File: config.mk
export PLATFORM = sky130hd
export DESIGN_NAME = pin_entry_lockout_controller_unit
export DESIGN_NICKNAME = d
export VERILOG_FILES = /design/src/hw/rtl/pelc_pkg.sv /design/src/hw/rtl/pelc_csr.sv /design/src/hw/rtl/pelc_core.sv /design/src/hw/rtl/pin_entry_lockout_controller_unit.sv
export VERILOG_INCLUDE_DIRS = /design/src /design/src/hw/rtl
export SDC_FILE = /design/constraint.sdc
export NUM_CORES = 1
export LEC_CHECK = 0
export ABC_AREA = 1
export BUFFER_PORTS_ARGS = -buffer_cell sky130_fd_sc_hd__buf_4
export CAP_MARGIN = 10
export CORE_AREA = 4 4 153 214
export DETAILED_ROUTE_END_ITERATION = 7
export DIE_AREA = 0 0 157 218
export GPL_TIMING_DRIVEN = 0
export PLACE_DENSITY = 0.6
export SYNTH_ARGS = -nofsm -noshare
export SYNTH_HDL_FRONTEND = slang
export SYNTH_HIERARCHICAL = 1
export SYNTH_SLANG_ARGS = --single-unit
File: constraint.sdc
create_clock -name clock -period 8.5 [get_ports clock]
set_clock_uncertainty 0.1 [all_clocks]
set_input_delay 0.85 -clock clock [delete_from_list [all_inputs] [get_ports clock]]
set_output_delay 0.85 -clock clock [all_outputs]
set_load 0.02 [all_outputs]
File: src/hw/rtl/pin_entry_lockout_controller_unit_macros.svh
// ---------------------------------------------------------------------------
// Assertion macros for the PIN entry lockout controller
// ---------------------------------------------------------------------------
`ifndef PIN_ENTRY_LOCKOUT_CONTROLLER_UNIT_MACROS_SVH
`define PIN_ENTRY_LOCKOUT_CONTROLLER_UNIT_MACROS_SVH

// same-cycle implication
`define PELC_ASSERT_IMPL(label, clk, rst, ante, cons, msg) \
   label: assert property (@(posedge clk) disable iff (rst) (ante) |-> (cons)) \
      else $error(msg);

// next-cycle implication
`define PELC_ASSERT_NEXT(label, clk, rst, ante, cons, msg) \
   label: assert property (@(posedge clk) disable iff (rst) (ante) |=> (cons)) \
      else $error(msg);

`endif

File: src/hw/rtl/pelc_pkg.sv
// ---------------------------------------------------------------------------
// pelc_pkg
// Shared types and constants of the PIN entry lockout controller.
// ---------------------------------------------------------------------------
package pelc_pkg;

   localparam int DEF_CODE_DIGITS = 4;

   localparam int KIND_W   = 3;
   localparam int DIGIT_W  = 4;
   localparam int STATUS_W = 4;
   localparam int COUNT_W  = 5;
   localparam int LIMIT_W  = 8;
   localparam int WAIT_W   = 24;
   localparam int CSR_IDX_W = 2;

   localparam logic [DIGIT_W-1:0] MAX_DIGIT  = 4'd9;
   localparam logic [LIMIT_W-1:0] FAIL_SAT   = 8'hFF;

   localparam logic [LIMIT_W-1:0] RST_SOFT_LIMIT = 8'd4;
   localparam logic [LIMIT_W-1:0] RST_HARD_LIMIT = 8'd6;
   localparam logic [WAIT_W-1:0]  RST_SOFT_WAIT  = 24'd30000;
   localparam logic [WAIT_W-1:0]  RST_HARD_WAIT  = 24'd300000;

   typedef enum logic [KIND_W-1:0] {
      KIND_TICK   = 3'd0,
      KIND_OPEN   = 3'd1,
      KIND_DIGIT  = 3'd2,
      KIND_ERASE  = 3'd3,
      KIND_CANCEL = 3'd4
   } kind_type;

   typedef enum logic [STATUS_W-1:0] {
      ST_IGNORED   = 4'd0,
      ST_DIGIT     = 4'd1,
      ST_ERASED    = 4'd2,
      ST_CONFIRM   = 4'd3,
      ST_STORED    = 4'd4,
      ST_MISMATCH  = 4'd5,
      ST_UNLOCKED  = 4'd6,
      ST_WRONG     = 4'd7,
      ST_BLOCKED   = 4'd8,
      ST_CANCELLED = 4'd9,
      ST_OPENED    = 4'd10
   } status_type;

   typedef enum logic [CSR_IDX_W-1:0] {
      REG_SOFT_LIMIT = 2'd0,
      REG_HARD_LIMIT = 2'd1,
      REG_SOFT_WAIT  = 2'd2,
      REG_HARD_WAIT  = 2'd3
   } csr_index_type;

   typedef struct packed {
      logic [LIMIT_W-1:0] soft_limit;
      logic [LIMIT_W-1:0] hard_limit;
      logic [WAIT_W-1:0]  soft_wait;
      logic [WAIT_W-1:0]  hard_wait;
   } cfg_type;

   typedef struct packed {
      logic [STATUS_W-1:0] status;
      logic [COUNT_W-1:0]  digits_entered;
      logic                locked_out;
      logic [WAIT_W-1:0]   wait_left;
      logic [LIMIT_W-1:0]  failures;
      logic                code_is_set;
      logic                session_live;
   } result_type;

endpackage

File: src/hw/rtl/pelc_csr.sv
// ---------------------------------------------------------------------------
// pelc_csr
// Limit and lockout length registers, written over the csr channel.
// ---------------------------------------------------------------------------
module pelc_csr import pelc_pkg::*; (
   input  logic                 clock,
   input  logic                 reset,
   input  logic                 csr_valid,
   output logic                 csr_ready,
   input  logic [CSR_IDX_W-1:0] csr_index,
   input  logic [WAIT_W-1:0]    csr_wdata,
   output cfg_type              cfg
);

   cfg_type cfg_ff;
   cfg_type cfg_in;

   assign csr_ready = 1'b1;
   assign cfg       = cfg_ff;

   always_comb begin
      cfg_in = cfg_ff;
      if (csr_valid) begin
         case (csr_index)
            REG_SOFT_LIMIT: cfg_in.soft_limit = csr_wdata[LIMIT_W-1:0];
            REG_HARD_LIMIT: cfg_in.hard_limit = csr_wdata[LIMIT_W-1:0];
            REG_SOFT_WAIT:  cfg_in.soft_wait  = csr_wdata;
            REG_HARD_WAIT:  cfg_in.hard_wait  = csr_wdata;
            default:        cfg_in = cfg_ff;
         endcase
      end
   end

   always_ff @(posedge clock) begin
      if (reset) begin
         cfg_ff.soft_limit <= RST_SOFT_LIMIT;
         cfg_ff.hard_limit <= RST_HARD_LIMIT;
         cfg_ff.soft_wait  <= RST_SOFT_WAIT;
         cfg_ff.hard_wait  <= RST_HARD_WAIT;
      end else begin
         cfg_ff <= cfg_in;
      end
   end

endmodule

File: src/hw/rtl/pelc_core.sv
// ---------------------------------------------------------------------------
// pelc_core
// Session, entry buffer, code store and lockout state with the step logic.
// ---------------------------------------------------------------------------
module pelc_core import pelc_pkg::*; #(
   parameter int CODE_DIGITS = DEF_CODE_DIGITS
) (
   input  logic               clock,
   input  logic               reset,
   input  logic               step,
   input  logic [KIND_W-1:0]  kind,
   input  logic [DIGIT_W-1:0] digit,
   input  logic               set_mode,
   input  cfg_type            cfg,
   output result_type         result
);

   localparam int CW = $clog2(CODE_DIGITS + 1);
   localparam int IW = (CODE_DIGITS > 1) ? $clog2(CODE_DIGITS) : 1;
   localparam logic [CW-1:0] FULL_CNT = CW'(CODE_DIGITS);
   localparam logic [CW-1:0] LAST_CNT = CW'(CODE_DIGITS - 1);

   logic [DIGIT_W-1:0] stored_ff [CODE_DIGITS];
   logic [DIGIT_W-1:0] entry_ff  [CODE_DIGITS];
   logic [DIGIT_W-1:0] first_ff  [CODE_DIGITS];
   logic [DIGIT_W-1:0] cand      [CODE_DIGITS];

   logic               code_valid_ff, code_valid_in;
   logic [CW-1:0]      count_ff, count_in;
   logic               confirm_ff, confirm_in;
   logic               mode_ff, mode_in;
   logic               open_ff, open_in;
   logic [LIMIT_W-1:0] fail_ff, fail_in;
   logic [WAIT_W-1:0]  wait_ff, wait_in;

   logic               write_entry, load_first, load_stored;
   logic               match_stored, match_first;
   logic [LIMIT_W-1:0] fail_inc;
   status_type         status;

   // the buffer as it stands once the last digit lands
   always_comb begin
      match_stored = 1'b1;
      match_first  = 1'b1;
      for (int i = 0; i < CODE_DIGITS; i++) begin
         cand[i] = (i == CODE_DIGITS - 1) ? digit : entry_ff[i];
         if (cand[i] != stored_ff[i]) begin
            match_stored = 1'b0;
         end
         if (cand[i] != first_ff[i]) begin
            match_first = 1'b0;
         end
      end
   end

   assign fail_inc = (fail_ff == FAIL_SAT) ? fail_ff : fail_ff + 8'd1;

   always_comb begin
      code_valid_in = code_valid_ff;
      count_in      = count_ff;
      confirm_in    = confirm_ff;
      mode_in       = mode_ff;
      open_in       = open_ff;
      fail_in       = fail_ff;
      wait_in       = wait_ff;
      write_entry   = 1'b0;
      load_first    = 1'b0;
      load_stored   = 1'b0;
      status        = ST_IGNORED;
      case (kind)
         KIND_TICK: begin
            if (wait_ff != '0) begin
               wait_in = wait_ff - 24'd1;
            end
         end
         KIND_OPEN: begin
            mode_in    = set_mode;
            count_in   = '0;
            confirm_in = 1'b0;
            if (!code_valid_ff && !set_mode) begin
               open_in = 1'b0;
               status  = ST_UNLOCKED;
            end else begin
               open_in = 1'b1;
               status  = ST_OPENED;
            end
         end
         KIND_DIGIT, KIND_ERASE, KIND_CANCEL: begin
            if (!open_ff) begin
               status = ST_IGNORED;
            end else if (wait_ff != '0) begin
               status = ST_BLOCKED;
            end else if (kind == KIND_DIGIT) begin
               if (digit <= MAX_DIGIT && count_ff < FULL_CNT) begin
                  write_entry = 1'b1;
                  count_in    = count_ff + CW'(1);
                  status      = ST_DIGIT;
                  if (count_ff == LAST_CNT) begin
                     count_in = '0;
                     if (mode_ff) begin
                        if (!confirm_ff) begin
                           load_first = 1'b1;
                           confirm_in = 1'b1;
                           status     = ST_CONFIRM;
                        end else if (match_first) begin
                           load_stored   = 1'b1;
                           code_valid_in = 1'b1;
                           open_in       = 1'b0;
                           confirm_in    = 1'b0;
                           status        = ST_STORED;
                        end else begin
                           confirm_in = 1'b0;
                           status     = ST_MISMATCH;
                        end
                     end else if (match_stored) begin
                        fail_in = '0;
                        wait_in = '0;
                        open_in = 1'b0;
                        status  = ST_UNLOCKED;
                     end else begin
                        fail_in = fail_inc;
                        // hard limit wins over soft
                        if (fail_inc >= cfg.hard_limit) begin
                           wait_in = cfg.hard_wait;
                        end else if (fail_inc >= cfg.soft_limit) begin
                           wait_in = cfg.soft_wait;
                        end
                        status = ST_WRONG;
                     end
                  end
               end
            end else if (kind == KIND_ERASE) begin
               if (count_ff != '0) begin
                  count_in = count_ff - CW'(1);
               end
               status = ST_ERASED;
            end else if (mode_ff) begin
               open_in    = 1'b0;
               count_in   = '0;
               confirm_in = 1'b0;
               status     = ST_CANCELLED;
            end
         end
         default: begin
            status = ST_IGNORED;
         end
      endcase
   end

   always_comb begin
      result.status         = status;
      result.digits_entered = COUNT_W'(count_in);
      result.locked_out     = (wait_in != '0);
      result.wait_left      = wait_in;
      result.failures       = fail_in;
      result.code_is_set    = code_valid_in;
      result.session_live   = open_in;
   end

   always_ff @(posedge clock) begin
      if (reset) begin
         code_valid_ff <= 1'b0;
         count_ff      <= '0;
         confirm_ff    <= 1'b0;
         mode_ff       <= 1'b0;
         open_ff       <= 1'b0;
         fail_ff       <= '0;
         wait_ff       <= '0;
      end else if (step) begin
         code_valid_ff <= code_valid_in;
         count_ff      <= count_in;
         confirm_ff    <= confirm_in;
         mode_ff       <= mode_in;
         open_ff       <= open_in;
         fail_ff       <= fail_in;
         wait_ff       <= wait_in;
      end
   end

   always_ff @(posedge clock) begin
      if (step && write_entry) begin
         entry_ff[count_ff[IW-1:0]] <= digit;
      end
      if (step && load_first) begin
         first_ff <= cand;
      end
      if (step && load_stored) begin
         stored_ff <= cand;
      end
   end

endmodule

File: src/hw/rtl/pin_entry_lockout_controller_unit.sv
// ---------------------------------------------------------------------------
// pin_entry_lockout_controller_unit
// Keypad code entry with failure counting and timed lockout.
// ---------------------------------------------------------------------------
// Usage:
//   req_*  : one word per keypad event or millisecond tick (kind, digit,
//            session_mode); taken when req_valid is high and req_stall low.
//   rsp_*  : exactly one result word per request word, in order, showing
//            the status and the state after that event.
//   csr_*  : limit and lockout length writes; csr_ready is always high.
//            Write only while no request word is in flight.
// Path: a taken word is held in the request register, processed by the
//   core step and registered in the result register that drives rsp_*.
// Throughput: one word per cycle unless rsp_stall holds a result; the step is
//   a single pass of compare and count logic between the two registers.
// Stall: while rsp_stall holds a result, the request register keeps one
//   more word and req_stall rises only once that register is also full.
// Reset: session closed, no code stored, failures and lockout cleared,
//   limits back to 4 and 6, lockout lengths to 30000 and 300000 ticks.
// ---------------------------------------------------------------------------
`include "pin_entry_lockout_controller_unit_macros.svh"

module pin_entry_lockout_controller_unit import pelc_pkg::*; #(
   parameter int CODE_DIGITS = DEF_CODE_DIGITS
) (
   input  logic                 clock,
   input  logic                 reset,
   input  logic                 req_valid,
   output logic                 req_stall,
   input  logic [KIND_W-1:0]    req_kind,
   input  logic [DIGIT_W-1:0]   req_digit,
   input  logic                 req_session_mode,
   output logic                 rsp_valid,
   input  logic                 rsp_stall,
   output logic [STATUS_W-1:0]  rsp_status,
   output logic [COUNT_W-1:0]   rsp_digits_entered,
   output logic                 rsp_locked_out,
   output logic [WAIT_W-1:0]    rsp_wait_left,
   output logic [LIMIT_W-1:0]   rsp_failures,
   output logic                 rsp_code_is_set,
   output logic                 rsp_session_live,
   input  logic                 csr_valid,
   output logic                 csr_ready,
   input  logic [CSR_IDX_W-1:0] csr_index,
   input  logic [WAIT_W-1:0]    csr_wdata
);

   cfg_type            cfg;
   result_type         result;
   result_type         rsp_ff;
   logic               rsp_valid_ff;
   logic               stage_valid_ff;
   logic [KIND_W-1:0]  stage_kind_ff;
   logic [DIGIT_W-1:0] stage_digit_ff;
   logic               stage_mode_ff;
   logic               out_busy;
   logic               advance;

   assign out_busy  = rsp_valid_ff && rsp_stall;
   assign advance   = stage_valid_ff && !out_busy;
   assign req_stall = stage_valid_ff && out_busy;

   pelc_csr u_csr (
      .clock     (clock),
      .reset     (reset),
      .csr_valid (csr_valid),
      .csr_ready (csr_ready),
      .csr_index (csr_index),
      .csr_wdata (csr_wdata),
      .cfg       (cfg)
   );

   pelc_core #(
      .CODE_DIGITS (CODE_DIGITS)
   ) u_core (
      .clock    (clock),
      .reset    (reset),
      .step     (advance),
      .kind     (stage_kind_ff),
      .digit    (stage_digit_ff),
      .set_mode (stage_mode_ff),
      .cfg      (cfg),
      .result   (result)
   );

   // request register: load whenever not holding a stalled word
   always_ff @(posedge clock) begin
      if (reset) begin
         stage_valid_ff <= 1'b0;
      end else if (!req_stall) begin
         stage_valid_ff <= req_valid;
      end
   end

   always_ff @(posedge clock) begin
      if (req_valid && !req_stall) begin
         stage_kind_ff  <= req_kind;
         stage_digit_ff <= req_digit;
         stage_mode_ff  <= req_session_mode;
      end
   end

   // result register: hold while stalled, drop once taken
   always_ff @(posedge clock) begin
      if (reset) begin
         rsp_valid_ff <= 1'b0;
      end else if (advance) begin
         rsp_valid_ff <= 1'b1;
      end else if (!rsp_stall) begin
         rsp_valid_ff <= 1'b0;
      end
   end

   always_ff @(posedge clock) begin
      if (advance) begin
         rsp_ff <= result;
      end
   end

   assign rsp_valid          = rsp_valid_ff;
   assign rsp_status         = rsp_ff.status;
   assign rsp_digits_entered = rsp_ff.digits_entered;
   assign rsp_locked_out     = rsp_ff.locked_out;
   assign rsp_wait_left      = rsp_ff.wait_left;
   assign rsp_failures       = rsp_ff.failures;
   assign rsp_code_is_set    = rsp_ff.code_is_set;
   assign rsp_session_live   = rsp_ff.session_live;

   `PELC_ASSERT_IMPL(a_stall_needs_word, clock, reset, req_stall, stage_valid_ff, "stall with empty request register")
   `PELC_ASSERT_NEXT(a_advance_gives_rsp, clock, reset, advance, rsp_valid_ff, "processed word produced no result")
   `PELC_ASSERT_IMPL(a_lockout_flag, clock, reset, rsp_valid_ff, rsp_locked_out == (rsp_wait_left != '0), "locked_out disagrees with wait_left")
   `PELC_ASSERT_IMPL(a_count_range, clock, reset, rsp_valid_ff, rsp_digits_entered < COUNT_W'(CODE_DIGITS), "entry count past code length")

endmodule

==> out/qor.csv <==
metric;value;unit
grt ovf;0;
worst hold path type;flip-flop to flip-flop;
fin crit share;0.515;
Die H;218;um
worst rel slew slack;0.402;
Post-CTS Resized;0;
Worst R2R End;rsp_locked_out;
CTS max path bufs;3;
Syn Inst Count;1443;
RSZ-0062 raised after global routing;false;
Starting Density;0.349;
register area share after synthesis;0.466;
Post-CTS Setup Inserts;0;
Critical Path End Type;flip-flop;
core area;0.0307;sq mm
run status;finished clean;
clock slew at reported path FFs;0.07;ns
CP max FO;10;
top post-synthesis cells by area;edfxtp_1 (27%), dfxtp_1 (20%), nand2_1 (13%);
final setup fails;0;
VDD IR max;0.000114;V
wire per inst;15.9;um
Inst Count DP;1921;
Yosys cell types;44;
routing usage on met2;0.319;
CTS Buf Count;21;
worst reg2reg startpoint;u_core/fail_ff[1];
row cnt;76;
Antenna Nets Post-Route;0;
GPL Wtd Cong;0.946;
drt via density;4.82;
fin crit period;4.37;ns
largest area contributor in the netlist;edfxtp_1;
register-to-register setup slack;4.13;ns
io pins;86;
total power;2.46;mW
ANT cells;0;
synthesized area;0.0107;sq mm
critical path data required time;8.66;ns
CTS tree;done;
hold_buf cts;0;
hold path start;u_csr/cfg[58];
die area;0.0342;sq mm
pin count of the biggest net entering global routing;29;
Initial DRT Pass Iterations;5;
DP Area;0.0119;sq mm
initial antenna violation count;0;
Post-synth EDFFs;96;
share of cells above drive strength 1;0.115;
flops & latches, synth;201;
cell depth of the worst hold path;2;
chip width;157;um
H-tree levels;1;
Tightest Pin Transition;0.896;ns
fmax;229;MHz
Worst Hold Path EP;u_csr/cfg[58];
GRT met1 Usage;0.219;
critical path class;flip-flop to flip-flop;
drt drc;0;
Pwr Density;195;mW/mm^2
finished layout cell area;0.0126;sq mm
max-cap viol count;0;
fillers;3204;
Pleak;5.96;nW
Setup TNS;0;ns
via count;9436;
number of global-route vias before repair;9245;
nets;1617;
HPWL after DPL;23.9;mm
Post-synth top flop;dfxtp_1;
Slew Limit Fails;0;
WL final;31.1;mm
Worst-Skew Late Latency;0.51;ns
Post-synth ARST share;0;
port bufs;84;
R2R cell count;23;
Hold Violations, Final;0;
first-pass GRT wire length;49.0;mm
Core Util, Final;0.409;
synth cell count leaders;nand2_1 (366), inv_1 (215), nor2_1 (200);
Post-Syn Area per Cell;7.42;sq um
GRT Total Usage;0.180;
gr busiest metal;met2;
CP Launch Type;flip-flop;
Yosys Warn Count;6;
area delta synth->final;17.3;%
top-count cell post-synth;nand2_1;
total clock sinks;201;
Final Non-Filler Cells;1959;
number of DRC markers in iteration 0;559;
met3 Resource Use GR;0.0220;
Root Driver;clkbuf_16;
Yosys top cell area share;0.269;
Worst Path Arrival;4.54;ns
worst max path at each step:
stage	start	to	slack [ns]	depth (start not counted)
2_1_floorplan	rsp_stall	u_core/first_ff[0]	2.70	4
3_3_place_gp	rsp_stall	u_core/first_ff[4]	0.22	5
3_5_place_dp	u_core/fail_ff[0]	rsp_locked_out	4.12	27
4_1_cts	u_core/fail_ff[0]	rsp_locked_out	4.10	27
5_1_grt	u_core/fail_ff[0]	rsp_locked_out	3.63	23
6_report	u_core/fail_ff[1]	rsp_locked_out	4.13	23
metal layers:
metal / up-vias / wire, um
li1: 4804 / -
met1: 4295 / 13000
met2: 265 / 15400
met3: 72 / 1490
met4: 0 / 1260
met5: - / 0
final cells by class:
cell class	instances	area, sq um	share of cell area
clock inverter	14	131	0.0105
buffer	53	258	0.0205
clock buffer	24	547	0.0435
timing repair buffer	87	666	0.0530
sequential	201	4980	0.397
tap	390	488	0.0388
multi-input combinational	962	4630	0.369
inverter	228	856	0.0681
worst max-delay path, stage by stage (launching register included):
cell and delay [ns]:
dfxtp_1 0.34, ha_1 0.15, inv_1 0.06, nor3_1 0.16, inv_1 0.07, nor2_1 0.13, nand2_1 0.16, o21ai_0 0.45
ha_1 0.34, nand2_1 0.07, nand3_1 0.08, nand2_1 0.06, nand2_1 0.05, nand2_1 0.29, nand2_1 0.20, clkbuf_1 0.24
nand2_1 0.10, o21ai_0 0.11, o211ai_1 0.28, nand3_1 0.25, nor2_1 0.14, nand3_1 0.07, nor2_1 0.14, nand2_1 0.07
cells in the final DEF, fill, tap and decap left out, drive strengths merged, types with 28 or more instances in the layout:
cell type    n
nand2      371
inv        228
nor2       209
buf        109
dfxtp      105
nand3      100
edfxtp      96
o21ai       81
a21oi       72
clkbuf      55
nand4       28
sequential cells by signal, summed over array words and instances, names as in the netlist:
register and count:
rsp_code_is_set 1, rsp_digits_entered 5, rsp_failures 8, rsp_locked_out 1
rsp_session_live 1, rsp_status 4, rsp_valid 1, rsp_wait_left 24
stage_digit_ff 4, stage_kind_ff 3, stage_mode_ff 1, stage_valid_ff 1
u_core/code_valid_ff 1, u_core/confirm_ff 1, u_core/count_ff 3, u_core/entry_ff 12
u_core/fail_ff 8, u_core/first_ff 16, u_core/mode_ff 1, u_core/open_ff 1
u_core/stored_ff 16, u_core/wait_ff 24, u_csr/cfg 64
metrics by stage:
step	setup slack [ns]	hold slack, ns
final	4.13	0.369
after global routing	3.63	0.395
after CTS	4.10	0.368
after detailed placement	4.12	0.350
after global placement	0.224	0.345
after floorplan	2.70	0.328
report_power, final:
group          internal [mW]  total [mW]  switching [mW]
logic                  0.141       0.438           0.297
registers               1.06        1.09          0.0336
clock network          0.527       0.924           0.397
kinds of logic after synthesis:
| logic type | Yosys count | synth area share |
|---|---|---|
| buffers and inverters | 281 | 0.104 |
| AND/OR/NAND/NOR | 728 | 0.289 |
| XOR/XNOR | 30 | 0.0245 |
| other | 2 | 0.000701 |
| flip-flops | 201 | 0.466 |
| adder cells (fa/ha/maj) | 24 | 0.0280 |
| AO/OA/AOI/OAI | 177 | 0.0885 |
Note: power is estimated with default switching activity, not from simulation.
